### config.mk
export PLATFORM = sky130hd
export DESIGN_NAME = tvp_ctrl
export DESIGN_NICKNAME = d
export VERILOG_FILES = /design/src/hdl/tvp_pkg.sv /design/src/hdl/tvp_ctrl.sv
export SDC_FILE = /design/constraint.sdc
export NUM_CORES = 1
export LEC_CHECK = 0
export BUFFER_PORTS_ARGS = -buffer_cell sky130_fd_sc_hd__buf_2
export CAP_MARGIN = 25
export CORE_AREA = 2 2 39 41
export DETAILED_ROUTE_END_ITERATION = 6
export DIE_AREA = 0 0 41 43
export GPL_ROUTABILITY_DRIVEN = 0
export MAX_ROUTING_LAYER = met4
export PLACE_DENSITY = 0.72
export SYNTH_ARGS = -nofsm -noshare
export SYNTH_HDL_FRONTEND = slang
export SYNTH_SLANG_ARGS = --single-unit
### constraint.sdc
create_clock -name clock -period 4.03 [get_ports clock]
set_input_delay 0.806 -clock clock [delete_from_list [all_inputs] [get_ports clock]]
set_output_delay 0.806 -clock clock [all_outputs]
set_load 0.05 [all_outputs]
### src/hdl/tvp_pkg.sv
`default_nettype none
package tvp_pkg;
   typedef enum logic [2:0] {
      PH_IDLE   = 3'd0,
      PH_UP     = 3'd1,
      PH_CRUISE = 3'd2,
      PH_DOWN   = 3'd3,
      PH_FINAL  = 3'd4
   } phase_type;

   typedef enum logic [3:0] {
      CS_IDLE, CS_PREP, CS_MUL1, CS_MUL2, CS_CMP, CS_DIV, CS_ROOT, CS_CHK, CS_CRDIV,
      CS_DONE, CS_OUT
   } ctl_state_type;

   localparam int unsigned REG_MAX_SPEED = 0;
   localparam int unsigned REG_ACCEL     = 1;
   localparam int unsigned VEL_LIMIT     = 131071;

   typedef struct packed {
      logic load;      // latch distance
      logic prep;      // compute magnitude and effective registers
      logic mul1;      // products m*a and v*v
      logic mul2;      // product v*a and short-move comparison
      logic div_step;  // one restoring division step
      logic root_step; // one root bit
      logic sel_short; // start short-move divide (m+a-1)/a
      logic sel_ramp;  // start long-move ramp divide (v+a-1)/a
      logic sel_cruise;// start cruise divide
      logic root_fix;  // final root correction
      logic commit;    // load plan and enter first phase
      logic tick;      // advance profile by one tick
   } cmd_type;

   typedef struct packed {
      logic is_short;
      logic step_done;
      logic idle;
   } sts_type;
endpackage
`default_nettype wire

### src/hdl/tvp_ctrl.sv
`default_nettype none
module tvp_ctrl (
   input  wire logic             clock,
   input  wire logic             reset,
   input  wire logic             req_tvalid,
   output logic                  req_tready,
   input  wire logic             req_op,
   output logic                  rsp_tvalid,
   input  wire logic             rsp_tready,
   input  wire tvp_pkg::sts_type sts,
   output tvp_pkg::cmd_type      cmd
);
   tvp_pkg::ctl_state_type state_ff, state_in;
   logic ramp_done_ff, ramp_done_in;

   always_ff @(posedge clock) begin
      if (reset) begin
         state_ff     <= tvp_pkg::CS_IDLE;
         ramp_done_ff <= 1'b0;
      end else begin
         state_ff     <= state_in;
         ramp_done_ff <= ramp_done_in;
      end
   end

   always_comb begin
      state_in     = state_ff;
      ramp_done_in = ramp_done_ff;
      cmd          = '0;
      req_tready   = 1'b0;
      rsp_tvalid   = 1'b0;
      unique case (state_ff)
         tvp_pkg::CS_IDLE: begin
            req_tready = 1'b1;
            if (req_tvalid) begin
               if (req_op) begin
                  cmd.tick = 1'b1;
                  state_in = tvp_pkg::CS_OUT;
               end else if (sts.idle) begin
                  cmd.load = 1'b1;
                  state_in = tvp_pkg::CS_PREP;
               end
            end
         end
         tvp_pkg::CS_PREP: begin
            cmd.prep = 1'b1;
            state_in = tvp_pkg::CS_MUL1;
         end
         tvp_pkg::CS_MUL1: begin
            cmd.mul1 = 1'b1;
            state_in = tvp_pkg::CS_MUL2;
         end
         tvp_pkg::CS_MUL2: begin
            cmd.mul2 = 1'b1;
            state_in = tvp_pkg::CS_CMP;
         end
         tvp_pkg::CS_CMP: begin
            ramp_done_in = 1'b0;
            if (sts.is_short) cmd.sel_short = 1'b1;
            else              cmd.sel_ramp  = 1'b1;
            state_in = tvp_pkg::CS_DIV;
         end
         tvp_pkg::CS_DIV: begin
            cmd.div_step = 1'b1;
            if (sts.step_done) begin
               if (sts.is_short) state_in = tvp_pkg::CS_ROOT;
               else if (!ramp_done_ff) begin
                  ramp_done_in = 1'b1;
                  state_in     = tvp_pkg::CS_CRDIV;
               end else state_in = tvp_pkg::CS_DONE;
            end
         end
         tvp_pkg::CS_CRDIV: begin
            cmd.sel_cruise = 1'b1;
            state_in = tvp_pkg::CS_DIV;
         end
         tvp_pkg::CS_ROOT: begin
            cmd.root_step = 1'b1;
            if (sts.step_done) state_in = tvp_pkg::CS_CHK;
         end
         tvp_pkg::CS_CHK: begin
            cmd.root_fix = 1'b1;
            state_in = tvp_pkg::CS_DONE;
         end
         tvp_pkg::CS_DONE: begin
            cmd.commit = 1'b1;
            state_in = tvp_pkg::CS_IDLE;
         end
         tvp_pkg::CS_OUT: begin
            rsp_tvalid = 1'b1;
            if (rsp_tready) state_in = tvp_pkg::CS_IDLE;
         end
         default: state_in = tvp_pkg::CS_IDLE;
      endcase
   end
endmodule
`default_nettype wire

**Yosys cells after proc, flatten, opt, wreduce, memory -nomap -nowiden**

Cells that the tools add are included.

- Eq/ne operators: 16
- Muxes and demuxes: 32
- Reduce and logical (&&, ||, !) cells: 5

Operators with widths:

| kind | count |
|---|---|
| $pmux 4 s9 | 1 |
| $mux 4 | 7 |
| $mux 1 | 22 |
| $eq 4x3->1 const B | 4 |
| $eq 4x4->1 const B | 3 |
| $ne 2x2->1 const B | 5 |
| $eq 4x2->1 const B | 2 |
| $reduce_and 5->1 | 1 |
| $eq 4x1->1 const B | 1 |
| $logic_not 4->1 | 1 |
| $ne 3x3->1 const B | 1 |
| $reduce_and 3->1 | 1 |
| $mux 2 | 1 |
| $pmux 1 s2 | 1 |
| $reduce_bool 2->1 | 1 |
| $reduce_or 2->1 | 1 |

- Register bits: 5
- Output and inout bits: 14
- Logic and storage cells: 55

**Depth between registers and ports, before layout**

Gate-level depths: netlist of the first run.

- Depth after elaboration: 4
- Gate-level depth with buffers: 6
- Depth with buffers taken out: 4

**Worst setup path before layout of the first run**

OpenSTA, ideal clock, no wires.

- Path type: flip-flop to output port
- Start point: register state_ff[3]
- End point: output cmd[11] in the netlist's numbering
- Arrival time: 2852 ps
- Data required time: 3224 ps
- Setup slack: 372 ps
- Stages on the path, launching flop included: 4
- Path buffers: 1
- Cells stage by stage: dfxtp_1 -> clkbuf_1 -> nor4_1 -> and4b_1

RTL lines:

| what | line | text |
|---|---|---|
| start: declaration | tvp_ctrl.sv:13 | `tvp_pkg::ctl_state_type state_ff, state_in;` |
| start signal: assignment | tvp_ctrl.sv:18 | `state_ff <= tvp_pkg::CS_IDLE;` |
| start signal: assignment | tvp_ctrl.sv:21 | `state_ff <= state_in;` |
| end: declaration | tvp_ctrl.sv:11 | `output tvp_pkg::cmd_type cmd` |

==> flow_summary.json, run 1 <==
{
  "status": "finished, final reports clean",
  "slowest_stage": "nor4_1",
  "crit_path_max_incr_delay_ns": 0.52,
  "ant_nets": 0,
  "dr.pass1.iters": 4,
  "critPathRequiredTime_ns": 3.22,
  "num_vias": 585,
  "overflow": 0,
  "grtUsageMet2": 0.200,
  "max_freq_ghz": 0.393,
  "vias_per_cell": 5.47,
  "period_minus_slack_ns": 2.55,
  "crit_arrival_ns": 1.74,
  "fillers": 154,
  "cp.buffers_inverters": 1,
  "wire_per_inst_um": 12.0,
  "hpwl_um": 910,
  "dieArea_sq_um": 1760,
  "clk_latency_ns": 0.24,
  "hold_class": "register to register",
  "finClkSkew_ns": 0.00558,
  "final-setup-viol-count": 0,
  "core-area_sq_um": 1380,
  "maxSlewViolCount": 0,
  "worstSetupPathType": "register to output port",
  "synth.top_cell.area_share": 0.199,
  "max_slew_margin": 0.632,
  "grt_use_met3": 0.0628,
  "cts_setup_buffers": 0,
  "hold_viol_final": 0,
  "top_level_ports": 22,
  "clockBufferDepth": 2,
  "grt_pass1_vias": 459,
  "synth_area_sq_um": 503,
  "cts_resized": 0,
  "finalCritPeriodShare": 0.632,
  "dieWidth_um": 41,
  "setup_ws_ns": 1.48,
  "cts_tree": "yes",
  "syn_inst": 74,
  "ff_latch_area_sq_um": 100,
  "crit_path_end_kind": "output port",
  "yosysTopAreaCell": "dfxtp_1",
  "place_ws_ns": 1.75,
  "tightest_slew_ns": 0.551,
  "drive_gt1_frac": 0.286,
  "area_growth_pct": 23.1,
  "clkSlewWorstSetupHoldPaths_ns": 0.04,
  "p_leak_nw": 0.290,
  "grt_use_met1": 0.248,
  "power.density_nw_per_um2": 802,
  "grt_start_max_net_pins": 19,
  "synth_nets": 82,
  "synth.top_cells.by_area": "dfxtp_1 20%, nor2_1 8.2%, nand2b_1 7.5%",
  "ys_seq_elements": 5,
  "worstPathMaxFanout": 18,
  "yosysUniqueCellTypes": 33,
  "cts_sinks": 5,
  "peakVddDrop_v": 0.000398,
  "tns_ns": 0,
  "cts_inserted_buffers": 3,
  "portBuffers": 21,
  "drc_errors": 0,
  "drt-total-wl_um": 1290,
  "start_util": 0.363,
  "maxCapViolations": 0,
  "htree_num_levels": 1,
  "grt_first_pass_wirelength_um": 1990,
  "antenna_found_initial": 0,
  "track_usage": 0.166,
  "drt-initial-drc-count": 11,
  "cp_top_family": "simple AND/OR/NAND/NOR gates",
  "yosysWarnings": 0,
  "top_usage_layer": "met1",
  "fin_nets": 100,
  "num_antenna_cells": 0,
  "ys_seq_area_frac": 0.199,
  "avgSynthCellArea_sq_um": 6.80,
  "rows": 14,
  "path_cells": "nor4_1 > and4b_1 > buf_2",
  "holdBufCountCts": 0,
  "startpoint_type": "register",
  "die_y_um": 43,
  "multi_input_area_sq_um": 360,
  "root_buffer": "clkbuf_4",
  "rsz0062_at_grt": "false"
}
cells by family (layout without fill, tap and decap cells):
logic type,count (synthesis),after routing,share of synthesized area
mux,1,1,0.0199
xor+xnor,1,1,0.0174
compound gates,15,15,0.219
simple gates,42,42,0.460
flops,5,5,0.199
buf+inv,10,27,0.0846
path summary, 6_finish.rpt:
check | to | start | cells after the start | slack [ns]
min reg2reg | ramp_done_ff | ramp_done_ff | 2 | 0.55
max | cmd[11] | state_ff[3] | 3 | 1.48
max reg2reg | state_ff[1] | state_ff[1] | 4 | 2.28
min | ramp_done_ff | ramp_done_ff | 2 | 0.55
state kept, by name, indices dropped and copies added, names as in the netlist:
name / cells
state_ff: 4
ramp_done_ff: 1
synthesized netlist by cell type, drive strengths merged:
| master | instances |
|---|---|
| nand4 | 1 |
| nor3 | 5 |
| nand3b | 1 |
| nand2 | 5 |
| xnor2 | 1 |
| or4b | 1 |
| clkbuf | 5 |
| a21oi | 1 |
| o32ai | 1 |
| a211oi | 1 |
| o31ai | 1 |
| buf | 3 |
| o22ai | 1 |
| nor2b | 3 |
| o21ai | 3 |
| nor3b | 2 |
| dfxtp | 5 |
| nor2 | 11 |
| a31oi | 3 |
| o211ai | 1 |
| o41ai | 1 |
| inv | 2 |
| nor4 | 1 |
| mux2i | 1 |
| o311ai | 2 |
| nand2b | 6 |
| or3 | 1 |
| and4b | 1 |
| and3 | 4 |
worst register-to-register path: stages, from the launching register on:
cell and delay [ns]:
dfxtp_1 0.66, xnor2_1 0.14, or4b_4 0.51, o311ai_2 0.15
mux2i_1 0.22
routing by layer:
metal	up-vias	part of all wire
li1	300	-
met2	24	0.43
met3	0	0.060
met5	-	0
met4	0	0
met1	261	0.51
power by group:
| part | internal [W] | switching, W | total (W) | leakage (nW) |
|---|---|---|---|---|
| Sequential | 0.0000660 | 0.0000654 | 0.000131 | 0.0409 |
| Clock | 0.0000374 | 0.0000194 | 0.0000568 | 0.0150 |
| Combinational | 0.000100 | 0.000209 | 0.000309 | 0.234 |
cell type report:
class | count | share of cell area
Clock buffer | 4 | 0.0424
Inverter | 2 | 0.0121
Multi-Input combinational cell | 59 | 0.582
Sequential cell | 5 | 0.162
Tap cell | 16 | 0.0323
Timing Repair Buffer | 21 | 0.170
cells in the final DEF (no fill, tap or decap), types with 2 or more instances in the layout:
cell type	n
nor2b_1	3
inv_1	2
nand2b_1	6
nor3_1	5
and3_1	4
clkbuf_4	3
nand2_1	5
nor3b_1	2
o21ai_0	2
buf_2	21
nor2_1	11
a31oi_1	3
dfxtp_1	5
stage by stage:
stage | instance area (sq um) | util | hold slack [ns] | cells | power [W]
2_1_floorplan | 503 | - | 0.519 | 74 | 0.000384
3_3_place_gp | 593 | 0.429 | 0.538 | 103 | 0.000433
3_5_place_dp | 593 | 0.429 | 0.539 | 103 | 0.000439
4_1_cts | 619 | 0.448 | 0.547 | 107 | 0.000498
5_1_grt | 619 | 0.448 | 0.594 | 107 | 0.000537
6_report | 619 | 0.448 | 0.545 | 107 | 0.000497
Note: power is estimated with default switching activity, not from simulation.
==> inputs of run 2 (changes only) <==
==> constraint.sdc (replaced) <==
create_clock -name clock -period 2.6 [get_ports clock]
set_input_delay 0.52 -clock clock [delete_from_list [all_inputs] [get_ports clock]]
set_output_delay 0.52 -clock clock [all_outputs]
set_load 0.05 [all_outputs]
==> run 2 against run 1 <==
  * First-iteration DRC count increased by 36%
  * Die area unchanged
  * Register-to-register slack worse by 1.5 ns
  * Utilization grew 1.1 points
  * Global-route usage is 0.93 points higher
  * Combinational power is 61% higher
  * Final area increased by 2.4%
  * Worst hold slack better by 0.0014 ns
  * Critical endpoint is now cmd[4]
==> flow_summary.json, run 2 (same netlist as run 1, synthesis figures left out) <==
{
  "core-area_sq_um": 1380,
  "dieWidth_um": 41,
  "maxSlewViolCount": 0,
  "dr.pass1.iters": 4,
  "layout_common_cells": "21 x buf_2, 11 x nor2_1, 6 x nand2b_1",
  "worstPathMaxFanout": 17,
  "regMostFlops": "state_ff",
  "power.share.switching": 0.587,
  "p_leak_nw": 0.295,
  "place_ws_ns": 0.667,
  "num_vias": 591,
  "clk_latency_ns": 0.24,
  "ff_latch_area_sq_um": 100,
  "multi_input_area_sq_um": 375,
  "dieArea_sq_um": 1760,
  "largest_register_ffs": 4,
  "track_usage": 0.175,
  "maxCapViolations": 0,
  "max_slew_margin": 0.578,
  "area_growth_pct": 26.1,
  "critPathRequiredTime_ns": 2.08,
  "overflow": 0,
  "status": "finished, final reports clean",
  "hold_start": "ramp_done_ff",
  "fillers": 147,
  "grt_first_pass_wirelength_um": 2080,
  "hold_viol_final": 0,
  "fin_nets": 100,
  "p_sw_w": 0.000472,
  "max_freq_ghz": 0.450,
  "finalCritPeriodShare": 0.856,
  "worstSetupPathType": "register to output port",
  "finClkSkew_ns": 0.00263,
  "die_y_um": 43,
  "num_antenna_cells": 0,
  "period_minus_slack_ns": 2.22,
  "portBuffers": 21,
  "rsz0062_at_grt": "false",
  "holdPathEnd": "ramp_done_ff",
  "grt_start_max_net_pins": 19,
  "whs_ns": 0.547,
  "holdBufCountCts": 0,
  "final-setup-viol-count": 0,
  "crit_path_end_kind": "output port",
  "power.density_nw_per_um2": 1270,
  "antenna_found_initial": 0,
  "drt-initial-drc-count": 15,
  "clkSlewWorstSetupHoldPaths_ns": 0.05,
  "fin_util": 0.458,
  "r2r-end": "state_ff[1]",
  "top_level_ports": 22,
  "reg2regPathDepth": 4,
  "setup_ws_ns": 0.375,
  "clockBufferDepth": 2,
  "root_buffer": "clkbuf_4",
  "htree_num_levels": 1,
  "reg_top3": "state_ff x4, ramp_done_ff x1",
  "tns_ns": 0,
  "drc_errors": 0,
  "wire_per_inst_um": 12.5,
  "pwr-share-seq": 0.271,
  "drt-total-wl_um": 1330,
  "peakVddDrop_v": 0.000491,
  "cts_resized": 0,
  "vias_per_cell": 5.52,
  "ant_nets": 0,
  "pwr-share-comb": 0.618,
  "power_frac_clock": 0.112,
  "drive_gt1_frac": 0.297,
  "layout_commonest_cell": "buf_2",
  "hpwl_um": 953,
  "whs_path_depth": 2,
  "cts_setup_buffers": 0,
  "cts_sinks": 5,
  "internal-power_w": 0.000332,
  "r2r-start": "state_ff[1]",
  "start_util": 0.363,
  "cts_inserted_buffers": 3,
  "rows": 14,
  "startpoint_type": "register",
  "cts_tree": "yes",
  "tightest_slew_ns": 0.632,
  "hold_class": "register to register",
  "reg2reg_slack_ns": 0.78,
  "crit_arrival_ns": 1.70,
  "grt_pass1_vias": 486
}
## run 2: cell counts in the layout (fill, tap and decap cells not counted)
No cell type changed its count.
## run 2: critical path: stages (launching register included)
cell	delay (ns)
dfxtp_1	0.69
nor2b_1	0.31
and3_1	0.20
buf_2	0.26
## run 2: layout make-up
type / count / area share
repair buffers: 21 / 0.166
inverters: 2 / 0.0118
multi-input cells: 59 / 0.592
flip-flops and latches: 5 / 0.158
well taps: 16 / 0.0316
clock buffers: 4 / 0.0414
## run 2: layer usage
layer	track usage	vias up	routed length (um)
met1	0.252	267	647
li1	-	302	-
met4	0.0800	0	0
met3	0.0366	0	83
met2	0.228	22	603
met5	-	-	0
## run 2: stage by stage
stage	instance area (sq um)	std cells	power (W)
after CTS	634	107	0.000806
after global placement	608	103	0.000703
after floorplan	518	74	0.000624
final	634	107	0.000804
after global routing	634	107	0.000863
after detailed placement	608	103	0.000711
## run 2: worst max-delay path by stage
stage | start | slack (ns) | cells after the start | to
5_1_grt | state_ff[2] | 0.26 | 3 | cmd[4]
3_3_place_gp | state_ff[0] | 0.71 | 3 | cmd[10]
3_5_place_dp | state_ff[2] | 0.67 | 3 | cmd[4]
4_1_cts | state_ff[2] | 0.39 | 3 | cmd[4]
2_1_floorplan | state_ff[1] | 0.17 | 4 | cmd[6]
6_report | state_ff[2] | 0.38 | 3 | cmd[4]
## run 2: power by group through the flow
stage	registers, W	logic, W	clock network, W
2_1_floorplan	0.000127	0.000496	0
3_3_place_gp	0.000211	0.000492	0
3_5_place_dp	0.000215	0.000496	0
4_1_cts	0.000213	0.000498	0.0000942
5_1_grt	0.000225	0.000535	0.000103
6_report	0.000218	0.000497	0.0000899
